$ cat src/rtl/validated_lru_item_cache_top_macros.svh
// Assertion macros shared by the cache RTL.
`ifndef VALIDATED_LRU_ITEM_CACHE_TOP_MACROS_SVH
`define VALIDATED_LRU_ITEM_CACHE_TOP_MACROS_SVH
`define VLC_ASSERT_IMP(label, clk, rstn, ante, cons, msg) \
    label: assert property (@(posedge clk) disable iff (!rstn) (ante) |-> (cons)) \
        else $error(msg);
`define VLC_ASSERT_NEXT(label, clk, rstn, ante, cons, msg) \
    label: assert property (@(posedge clk) disable iff (!rstn) (ante) |=> (cons)) \
        else $error(msg);
`endif

$ cat src/rtl/vlc_pkg.sv
// ----------------------------------------------------------------------------
// vlc_pkg
// Shared types and constants of the validated LRU item cache.
// ----------------------------------------------------------------------------
package vlc_pkg;
    localparam int CACHE_ENTRIES = 128;
    localparam int SLOT_W = $clog2(CACHE_ENTRIES);
    localparam int CNT_W = SLOT_W + 1;
    localparam int ID_W = 9;
    localparam int TIME_W = 32;
    localparam int WORD_W = 32;
    localparam int QDEPTH = 2;

    localparam logic [1:0] OUTCOME_CONFIRM = 2'd0;
    localparam logic [1:0] OUTCOME_STALE = 2'd1;
    localparam logic [1:0] OUTCOME_FILL = 2'd2;
    localparam logic [1:0] OUTCOME_EVICT = 2'd3;

    typedef struct packed {
        logic [ID_W-1:0] item_id;
        logic [TIME_W-1:0] now;
        logic [TIME_W-1:0] home_updated_time;
        logic signed [WORD_W-1:0] home_data;
        logic home_kind;
    } query_t;

    typedef struct packed {
        logic [1:0] outcome;
        logic [SLOT_W-1:0] slot;
        logic signed [WORD_W-1:0] item_data;
        logic [TIME_W-1:0] item_updated_time;
        logic item_kind;
    } result_t;
endpackage

$ cat src/rtl/vlc_front.sv
// ----------------------------------------------------------------------------
// vlc_front
// Input beat queue: unpacks tdata and buffers queries for the scan engine.
// ----------------------------------------------------------------------------
module vlc_front (
    input  logic                 aclk,
    input  logic                 aresetn,
    input  logic                 s_tvalid,
    output logic                 s_tready,
    input  logic [111:0]         s_tdata,
    output logic                 q_valid,
    input  logic                 q_ready,
    output vlc_pkg::query_t      q_data
);
    `include "validated_lru_item_cache_top_macros.svh"

    localparam int PW = $clog2(vlc_pkg::QDEPTH);

    vlc_pkg::query_t    fifo_reg [vlc_pkg::QDEPTH];
    logic [PW-1:0]      wr_reg, rd_reg;
    logic [PW:0]        cnt_reg;
    vlc_pkg::query_t    in_q;
    logic               push, pop;

    assign in_q.item_id           = s_tdata[8:0];
    assign in_q.now               = s_tdata[40:9];
    assign in_q.home_updated_time = s_tdata[72:41];
    assign in_q.home_data         = s_tdata[104:73];
    assign in_q.home_kind         = s_tdata[105];

    assign s_tready = (cnt_reg != (PW+1)'(vlc_pkg::QDEPTH));
    assign q_valid  = (cnt_reg != '0);
    assign q_data   = fifo_reg[rd_reg];
    assign push     = s_tvalid && s_tready;
    assign pop      = q_valid && q_ready;

    always_ff @(posedge aclk) begin
        if (push) begin
            fifo_reg[wr_reg] <= in_q;
        end
        if (!aresetn) begin
            wr_reg  <= '0;
            rd_reg  <= '0;
            cnt_reg <= '0;
        end else begin
            if (push) wr_reg <= wr_reg + 1'b1;
            if (pop)  rd_reg <= rd_reg + 1'b1;
            cnt_reg <= cnt_reg + (PW+1)'(push) - (PW+1)'(pop);
        end
    end

    `VLC_ASSERT_IMP(a_cnt_bound, aclk, aresetn, 1'b1,
        cnt_reg <= (PW+1)'(vlc_pkg::QDEPTH), "queue count overflow")
    `VLC_ASSERT_NEXT(a_cnt_push, aclk, aresetn, push && !pop,
        cnt_reg == $past(cnt_reg) + 1'b1, "queue count not advanced")
    `VLC_ASSERT_IMP(a_full_stall, aclk, aresetn, !s_tready, q_valid,
        "full queue without data")
endmodule

$ cat config.mk
export PLATFORM = sky130hd
export DESIGN_NAME = vlc_front
export DESIGN_NICKNAME = d
export VERILOG_FILES = /design/src/rtl/vlc_pkg.sv /design/src/rtl/vlc_front.sv
export VERILOG_INCLUDE_DIRS = /design/src /design/src/rtl
export SDC_FILE = /design/constraint.sdc
export NUM_CORES = 1
export LEC_CHECK = 0
export BUFFER_PORTS_ARGS = -buffer_cell sky130_fd_sc_hd__buf_2
export CAP_MARGIN = 20
export CORE_MARGIN = 5
export CORE_UTILIZATION = 36
export DETAILED_ROUTE_END_ITERATION = 7
export GPL_ROUTABILITY_DRIVEN = 0
export PLACE_DENSITY = 0.67
export SLEW_MARGIN = 20
export SYNTH_ARGS = -nofsm -noshare
export SYNTH_HDL_FRONTEND = slang
export SYNTH_SLANG_ARGS = --single-unit
$ cat constraint.sdc
create_clock -name aclk -period 5.86 [get_ports aclk]
set_input_delay 0.586 -clock aclk [delete_from_list [all_inputs] [get_ports aclk]]
set_output_delay 0.586 -clock aclk [all_outputs]
set_load 0.05 [all_outputs]
==> reports/qor.csv, run 1 <==
metric;value;unit
cts_root_buf;clkbuf_16;
cts_buffer_depth;3;
grt.total_usage;11.6;%
cp_top_family;flip-flops;
reg2reg_slack;3310;ps
dpl.hpwl;10400;um
yosysWarnings;0;
worst_slew_pin_slew;1050;ps
yosysMostFrequentCell;edfxtp_1;
detail_route.wl_per_cell;17.2;um
crit_chain;buf_4 > mux2_2 > buf_2;
endpoint_kind;primary output;
antenna_found_initial;0;
dieArea;25500;um^2
ff2ff_path_depth;4;
post_cts_resized;0;
power_per_cell_area;471;nW/um^2
seq_area_frac_synth;80.1;%
clock_latency;490;ps
cp_slowest_cell;dfxtp_4;
cp_slowest_stage_delay;1050;ps
area_growth;26.8;%
grt_pass1_wl;24400;um
drc;0;
placementRows;54;
firstDrtPassIters;4;
overflow;0;
cap_violations;0;
crit_required;5270;ps
critPathKind;flip-flop to primary output;
grt_max_degree;70;
core;22000;um^2
cts_made_buffers;24;
worst_clock_skew;7.44;ps
cts.reportedPaths.clkPinSlew;60;ps
rsz0062_at_grt;no;
drive_above_1_share;60.3;%
setup_tns;0;ps
synth-seq-cells;217;
period_needed;3390;ps
synthTopCellsByCount;212 x edfxtp_1, 66 x mux2_2, 40 x mux2_4;
numPortBuffers;217;
timing.rr.end;fifo_reg[0][15];
cp.arrival;2800;ps
ys.flop_type;edfxtp_1;
syn_nets;476;
ir_drop;0.276;mV
post-route-period-util;57.8;%
fin_nets;710;
fillCellCount;1870;
stdcell_area;10200;um^2
drtIter0Drc;156;
cts_num_sinks;217;
start_kind;flip-flop;
htree_levels;1;
worst_hold_path_type;input port to flip-flop;
vias_per_cell;4.56;
routed_wl;15300;um
syn_area;8070;um^2
worstHoldPathCells;1;
dieWidth;160;um
synth_edf_count;212;
setup_viol;0;
initial_core_util;36.8;%
postCtsSetupRepairBufs;0;
largest_reg_flops;212;
hold_buffers;0;
synth_area_per_cell;22.5;um^2
drtAntennaViolNets;0;
cts_tree;yes;
ys_types;24;
fmax;0.295;GHz
p_leak;0.00388;uW
synthCells;359;
outcome;completed;
holdPathEnd;fifo_reg[0][78];
worstPathMaxFanout;69;
ioPinCount;224;
finalHoldViolCount;0;
grt_pass1_vias;4671;
yosys.area.top_type;edfxtp_1;
async_reset_ff_share;0;%
relSlewSlack;30.0;%
place_area;9440;um^2
slew_viol_final;0;
vias;4062;
hold_start;s_tdata[22];
synth_top_area_share;78.9;%
die_y;160;um
cp_num_buf_inv;2;
reg2reg_from;cnt_reg[0];
synth_area_leaders;edfxtp_1 79%, mux2_2 9.2%, mux2_4 7.4%;
-- per-layer routing --
metal | track usage (%) | wire length [um] | up-vias
li1 | - | - | 1899
met1 | 13.1 | 5890 | 1977
met2 | 21.0 | 7790 | 156
met3 | 3.94 | 1350 | 30
met4 | 3.20 | 284 | 0
met5 | 0 | 0 | -
-- power by group --
part	leakage, uW	internal [uW]	switching [uW]
logic	0.00146	417	953
clock network	0.000387	907	555
registers	0.00203	1890	98.9
total	0.00388	3210	1610
-- per-stage QoR --
stage	setup WS (ps)	total power [uW]	std cells	util, %	hold WS, ps
after floorplan	1880	3140	359	-	529
after global placement	2920	3390	847	43.0	564
after detailed placement	2880	3420	847	43.0	575
after CTS	2350	4900	889	46.6	243
after global routing	2270	5020	889	46.6	252
final	2470	4820	890	46.6	275
-- placed cells by master, fill, tap and decap left out, types with 2 or more instances in the layout --
cell type	netlist	final
dfxtp_1	5	4
bufinv_16	0	2
mux2_4	40	40
nand2b_1	2	2
buf_2	6	217
clkbuf_16	0	25
clkbuf_1	0	6
clkinv_4	0	2
clkinv_2	0	2
a21bo_2	2	2
and2_1	3	3
buf_4	0	3
o21ai_0	2	2
mux2_2	66	66
edfxtp_1	212	212
nor2_1	2	2
clkbuf_8	0	3
-- area by class of cell --
class / instances / area (um^2) / share of cell area, %
clock buffers: 34 / 689 / 6.74
flip-flops and latches: 217 / 6470 / 63.2
inverters: 1 / 6.26 / 0.0611
clock inverters: 8 / 100 / 0.978
repair buffers: 220 / 1110 / 10.8
well taps: 280 / 350 / 3.42
multi-input cells: 129 / 1510 / 14.7
diodes: 1 / 2.50 / 0.0244
-- worst max-delay path by stage --
stage,from,to,slack [ps],depth (start not counted)
after floorplan,cnt_reg[0],fifo_reg[1][0],1880,2
after global placement,flip-flop,q_data[100],2920,3
after detailed placement,flip-flop,q_data[96],2880,3
after CTS,flip-flop,q_data[96],2350,3
after global routing,flip-flop,q_data[34],2270,3
final,flip-flop,q_data[34],2470,3
-- logic make-up (layout without fill, tap and decap cells) --
logic type / count (synthesis) / in the layout / share of synthesized area, %
AO/OA/AOI/OAI: 7 / 7 / 0.667
XOR/XNOR: 1 / 1 / 0.109
adder cells (fa/ha/maj): 1 / 1 / 0.155
buffers and inverters: 13 / 263 / 1.26
flip-flops: 217 / 217 / 80.1
multiplexers: 107 / 107 / 16.8
other: 0 / 1 / 0
AND/OR/NAND/NOR: 13 / 13 / 0.915
No activity file was read; power rests on OpenSTA's default activity.
==> run 2, diff against run 1 <==
==> constraint.sdc (replaced) <==
create_clock -name aclk -period 3.2 [get_ports aclk]
set_input_delay 0.32 -clock aclk [delete_from_list [all_inputs] [get_ports aclk]]
set_output_delay 0.32 -clock aclk [all_outputs]
set_load 0.05 [all_outputs]
==> reports/qor.csv, run 2 (synthesized netlist as in run 1, its figures left out) <==
metric;value;unit;change
endpoint_kind;primary output;;unchanged
dpl.cell_count;851;;was 847
detail_route.wl_per_cell;16.8;um;was 17.2 um
period_needed;2490;ps;
fin_nets;816;;was 710
vias_per_cell;4.50;;was 4.56
firstDrtPassIters;4;;unchanged
cts_root_buf;clkbuf_16;;unchanged
routed_wl;16800;um;was 15300 um
initial_core_util;36.8;%;unchanged
grt_pass1_wl;26800;um;was 24400 um
fillCellCount;1762;;was 1870
dp_slack;1070;ps;was 2880 ps
setup_tns;0;ps;unchanged
rsz0062_at_grt;no;;unchanged
slew_viol_final;0;;unchanged
area_growth;40.2;%;was 26.8%
htree_levels;1;;unchanged
cts_made_buffers;24;;unchanged
timing.rr.end;fifo_reg[1][64];;was fifo_reg[0][15]
final_common_cell;buf_2;;unchanged
placementRows;54;;unchanged
crit_required;2880;ps;was 5270 ps
power_per_cell_area;789;nW/um^2;was 471 nW/um^2
reg2reg_slack;1110;ps;was 3310 ps
fmax;0.401;GHz;
setup_viol;0;;unchanged
worstPathMaxFanout;36;;was 69
worst_slew_pin_slew;785;ps;was 1050 ps
drtIter0Drc;184;;was 156
start_kind;flip-flop;;unchanged
stdcell_count;997;;was 890
core;22000;um^2;unchanged
worst_slack;709;ps;was 2470 ps
cts_buffer_depth;3;;unchanged
reg2reg_from;cnt_reg[0];;unchanged
final_core_util;51.5;%;was 46.6%
relSlewSlack;47.6;%;was 30.0%
dieArea;25500;um^2;unchanged
dieWidth;160;um;unchanged
grt.total_usage;12.8;%;was 11.6%
numPortBuffers;217;;unchanged
outcome;completed;;unchanged
holdPathEnd;fifo_reg[0][13];;was fifo_reg[0][78]
ioPinCount;224;;unchanged
grt_pass1_vias;5042;;was 4671
worst_hold_path_type;input port to flip-flop;;unchanged
drtAntennaViolNets;0;;unchanged
drive_above_1_share;52.4;%;was 60.3%
cts_tree;yes;;unchanged
ff2ff_path_depth;3;;was 4
hold_start;s_tdata[85];;was s_tdata[22]
cp.arrival;2170;ps;was 2800 ps
die_y;160;um;unchanged
clock_latency;500;ps;was 490 ps
antenna_found_initial;0;;unchanged
largest_reg_flops;212;;unchanged
p_leak;0.00433;uW;was 0.00388 uW
critPathKind;flip-flop to primary output;;unchanged
cts.reportedPaths.clkPinSlew;60;ps;about the same
worst_clock_skew;10.4;ps;was 7.44 ps
ir_drop;0.587;mV;was 0.276 mV
cap_violations;0;;unchanged
antenna_cells;0;;was 1
grt_max_degree;56;;was 70
drc;0;;unchanged
worstHoldPathCells;1;;unchanged
overflow;0;;unchanged
post-route-period-util;77.8;%;
cts_num_sinks;217;;unchanged
dpl.hpwl;10600;um;was 10400 um
layout_common_cells;217 x buf_2, 212 x edfxtp_1, 102 x dlygate4sd3_1;;was 217 x buf_2, 212 x edfxtp_1, 66 x mux2_2
finalHoldViolCount;0;;unchanged
vias;4488;;was 4062
-- run 2: worst max-delay path by stage --
stage	end	depth (start not counted)	slack, ps
2_1_floorplan	fifo_reg[0][0]	3	170
3_3_place_gp	fifo_reg[1][73]	3	1180
3_5_place_dp	fifo_reg[1][65]	3	1070
4_1_cts	q_data[18]	3	650
5_1_grt	q_data[99]	3	590
6_report	q_data[99]	3	710
-- run 2: timing repair --
item                      CTS  global route
hold endpoints to repair  203             0
resized for setup           0             0
buffers inserted            0             0
hold buffers              102             0
-- run 2: area by class of cell --
| cell class | count | area, um^2 | share of cell area [%] |
|---|---|---|---|
| Multi-Input combinational cell | 129 | 1510 | 13.3 |
| Clock inverter | 14 | 100 | 0.884 |
| Inverter | 1 | 7.51 | 0.0663 |
| Sequential cell | 217 | 6470 | 57.2 |
| Clock buffer | 30 | 684 | 6.05 |
| Tap cell | 280 | 350 | 3.10 |
| Timing Repair Buffer | 326 | 2200 | 19.4 |
-- run 2: stage by stage --
step	total power [uW]	hold slack [ps]	instance area [um^2]
6_report	8930	27.8	11300
5_1_grt	9300	3.37	11300
4_1_cts	9060	2.04	11300
3_5_place_dp	6280	511	9510
3_3_place_gp	6230	507	9510
2_1_floorplan	5740	419	8080
-- run 2: where the power goes --
| part | internal, uW | total (uW) | switching, uW |
|---|---|---|---|
| Combinational | 865 | 2730 | 1870 |
| Clock | 1590 | 2640 | 1050 |
| Sequential | 3460 | 3560 | 99.8 |
-- run 2: critical path, cell delays in order (launching register included) --
cell and delay (ps):
dfxtp_4 520, buf_4 500, mux2_2 390, buf_2 220
-- run 2: per-layer routing --
layer,global-route usage [%],wire length [um]
met3,4.59,1280
met2,23.6,8730
met4,3.51,459
met5,0,0
met1,14.0,6290
==> run 3, diff against run 2 <==
--- a/config.mk
+++ b/config.mk
@@ -6,13 +6,14 @@
 export SDC_FILE = /design/constraint.sdc
 export NUM_CORES = 1
 export LEC_CHECK = 0
+export ABC_AREA = 1
 export BUFFER_PORTS_ARGS = -buffer_cell sky130_fd_sc_hd__buf_2
 export CAP_MARGIN = 20
 export CORE_MARGIN = 5
 export CORE_UTILIZATION = 36
 export DETAILED_ROUTE_END_ITERATION = 7
 export GPL_ROUTABILITY_DRIVEN = 0
-export PLACE_DENSITY = 0.67
+export PLACE_DENSITY = 0.69
 export SLEW_MARGIN = 20
 export SYNTH_ARGS = -nofsm -noshare
 export SYNTH_HDL_FRONTEND = slang
==> constraint.sdc (replaced) <==
create_clock -name aclk -period 2.1 [get_ports aclk]
set_input_delay 0.21 -clock aclk [delete_from_list [all_inputs] [get_ports aclk]]
set_output_delay 0.21 -clock aclk [all_outputs]
set_load 0.05 [all_outputs]
==> reports/qor.csv, run 3 <==
metric;value;unit;change
dp_slack;362;ps;was 1070 ps
outcome;completed;;unchanged
cts_buffer_depth;3;;unchanged
worst_clock_skew;5.96;ps;was 10.4 ps
final_core_util;52.2;%;was 51.5%
cp.arrival;1810;ps;was 2170 ps
antenna_found_initial;1;;was 0
slew_viol_final;0;;unchanged
htree_levels;1;;unchanged
setup_viol;0;;unchanged
drive_above_1_share;50.9;%;was 52.4%
placementRows;54;;unchanged
power_per_cell_area;1280;nW/um^2;was 789 nW/um^2
cts_num_sinks;217;;unchanged
dpl.hpwl;10600;um;about the same
ys.flop_type;edfxtp_1;;unchanged
synth_area_leaders;edfxtp_1 79%, mux2_2 9.2%, mux2_4 7.5%;;was edfxtp_1 79%, mux2_2 9.2%, mux2_4 7.4%
cap_violations;0;;unchanged
drtIter0Drc;227;;was 184
seq_area_frac_synth;80.4;%;was 80.1%
drc;0;;unchanged
grt_pass1_vias;5022;;was 5042
syn_area;8040;um^2;was 8070 um^2
async_reset_ff_share;0;%;unchanged
initial_core_util;36.7;%;was 36.8%
setup_tns;0;ps;unchanged
synth-seq-cells;217;;unchanged
p_leak;0.00440;uW;was 0.00433 uW
endpoint_kind;primary output;;unchanged
numPortBuffers;217;;unchanged
synth_area_per_cell;22.0;um^2;was 22.5 um^2
layout_common_cells;217 x buf_2, 212 x edfxtp_1, 107 x dlygate4sd3_1;;was 217 x buf_2, 212 x edfxtp_1, 102 x dlygate4sd3_1
yosysMostFrequentCell;edfxtp_1;;unchanged
rsz0062_at_grt;no;;unchanged
firstDrtPassIters;5;;was 4
routed_wl;17000;um;was 16800 um
dpl.cell_count;861;;was 851
synth_edf_count;212;;unchanged
worst_slew_pin_slew;577;ps;was 785 ps
grt.total_usage;12.8;%;about the same
overflow;0;;unchanged
grt_max_degree;66;;was 56
fmax;0.496;GHz;
cts.reportedPaths.clkPinSlew;50;ps;was 60 ps
largest_reg_flops;212;;unchanged
stdcell_area;11400;um^2;was 11300 um^2
area_growth;42.2;%;was 40.2%
synthCells;366;;was 359
core;21900;um^2;was 22000 um^2
dieArea;25400;um^2;was 25500 um^2
syn_nets;483;;was 476
period_needed;2020;ps;
yosys.area.top_type;edfxtp_1;;unchanged
critPathKind;flip-flop to primary output;;unchanged
relSlewSlack;61.6;%;was 47.6%
grt_pass1_wl;26700;um;was 26800 um
ir_drop;0.784;mV;was 0.587 mV
start_kind;flip-flop;;unchanged
ioPinCount;224;;unchanged
clock_latency;490;ps;was 500 ps
cts_root_buf;clkbuf_16;;unchanged
die_y;159;um;was 160 um
stdcell_count;1016;;was 997
vias_per_cell;4.51;;was 4.50
cts_made_buffers;23;;was 24
synth_top_area_share;79.2;%;was 78.9%
dieWidth;159;um;was 160 um
vias;4580;;was 4488
drtAntennaViolNets;0;;unchanged
detail_route.wl_per_cell;16.7;um;was 16.8 um
place_area;9570;um^2;was 9510 um^2
worst_hold_path_type;input port to flip-flop;;unchanged
fillCellCount;1729;;was 1762
yosysWarnings;0;;unchanged
fin_nets;836;;was 816
final_common_cell;buf_2;;unchanged
cts_tree;yes;;unchanged
worstPathMaxFanout;27;;was 36
crit_required;1890;ps;was 2880 ps
synthTopCellsByCount;212 x edfxtp_1, 66 x mux2_2, 40 x mux2_4;;unchanged
worst_slack;83.4;ps;was 709 ps
post-route-period-util;96.0;%;
ys_types;13;;was 24
finalHoldViolCount;0;;unchanged
==> run 3: cell count changes after synthesis, moves of 2 or more <==
cell      previous run  this run
nand2_1              1        11
nor2_1               2         9
inv_1                1         7
and2_1               3         0
a21bo_2              2         0
nand2b_1             2         0
o21ai_0              2         0
==> run 3: worst max-delay path: stages (launching register included) <==
cell and delay (ps):
dfxtp_4 380, buf_12 130, buf_16 210, mux2_2 360, buf_2 220
==> run 3: cells by family after synthesis <==
| logic type | Yosys count | synth area share, % |
|---|---|---|
| flip-flops | 217 | 80.4 |
| multiplexers | 106 | 16.7 |
| AND/OR/NAND/NOR | 21 | 0.996 |
| buffers and inverters | 19 | 1.54 |
| AO/OA/AOI/OAI | 1 | 0.0622 |
| XOR/XNOR | 1 | 0.109 |
| adder cells (fa/ha/maj) | 1 | 0.156 |
==> run 3: worst paths after layout <==
kind / from / to / slack [ps] / cells after the start
setup / recovery: flip-flop / q_data[102] / 80 / 4
hold reg to reg: rd_reg / rd_reg / 530 / 2
hold / removal: s_tvalid / wr_reg / 130 / 5
setup reg to reg: cnt_reg[1] / cnt_reg[1] / 410 / 10
==> run 3: layout make-up <==
type                    instances  area (um^2)  share of cell area (%)
flip-flops and latches        217         6470                    56.6
multi-input cells             130         1500                    13.1
clock buffers                  41          693                    6.06
diodes                          1         2.50                  0.0219
well taps                     280          350                    3.06
repair buffers                340         2400                    20.9
inverters                       7         26.3                   0.230
==> run 3: per-stage QoR <==
step                      total power, uW  hold slack (ps)
after floorplan                      9690              303
after global placement              10700              397
after detailed placement            10800              401
after CTS                           14800              103
after global routing                15300              137
final                               14700              129
==> run 3: per-layer routing <==
layer	wire length (um)	share of wire (%)	global-route usage (%)	vias to the layer above
li1	-	-	-	2138
met1	6620	39	15.3	2217
met2	8660	51	22.6	184
met3	1190	7.0	3.24	41
met4	505	3.0	4.50	0
met5	0	0	0	-
==> run 3: timing repair <==
action	4_1_cts	5_1_grt
endpoints found under the hold margin	217	0
buffers inserted	5	0
hold buffers	107	0
gates cloned	1	0
setup endpoints to repair	75	1
gates resized for setup	1	1
==> run 3: report_power, final <==
part	switching (uW)	internal [uW]
Combinational	3610	1700
Clock	1470	2210
Sequential	166	5500
Total	5250	9400
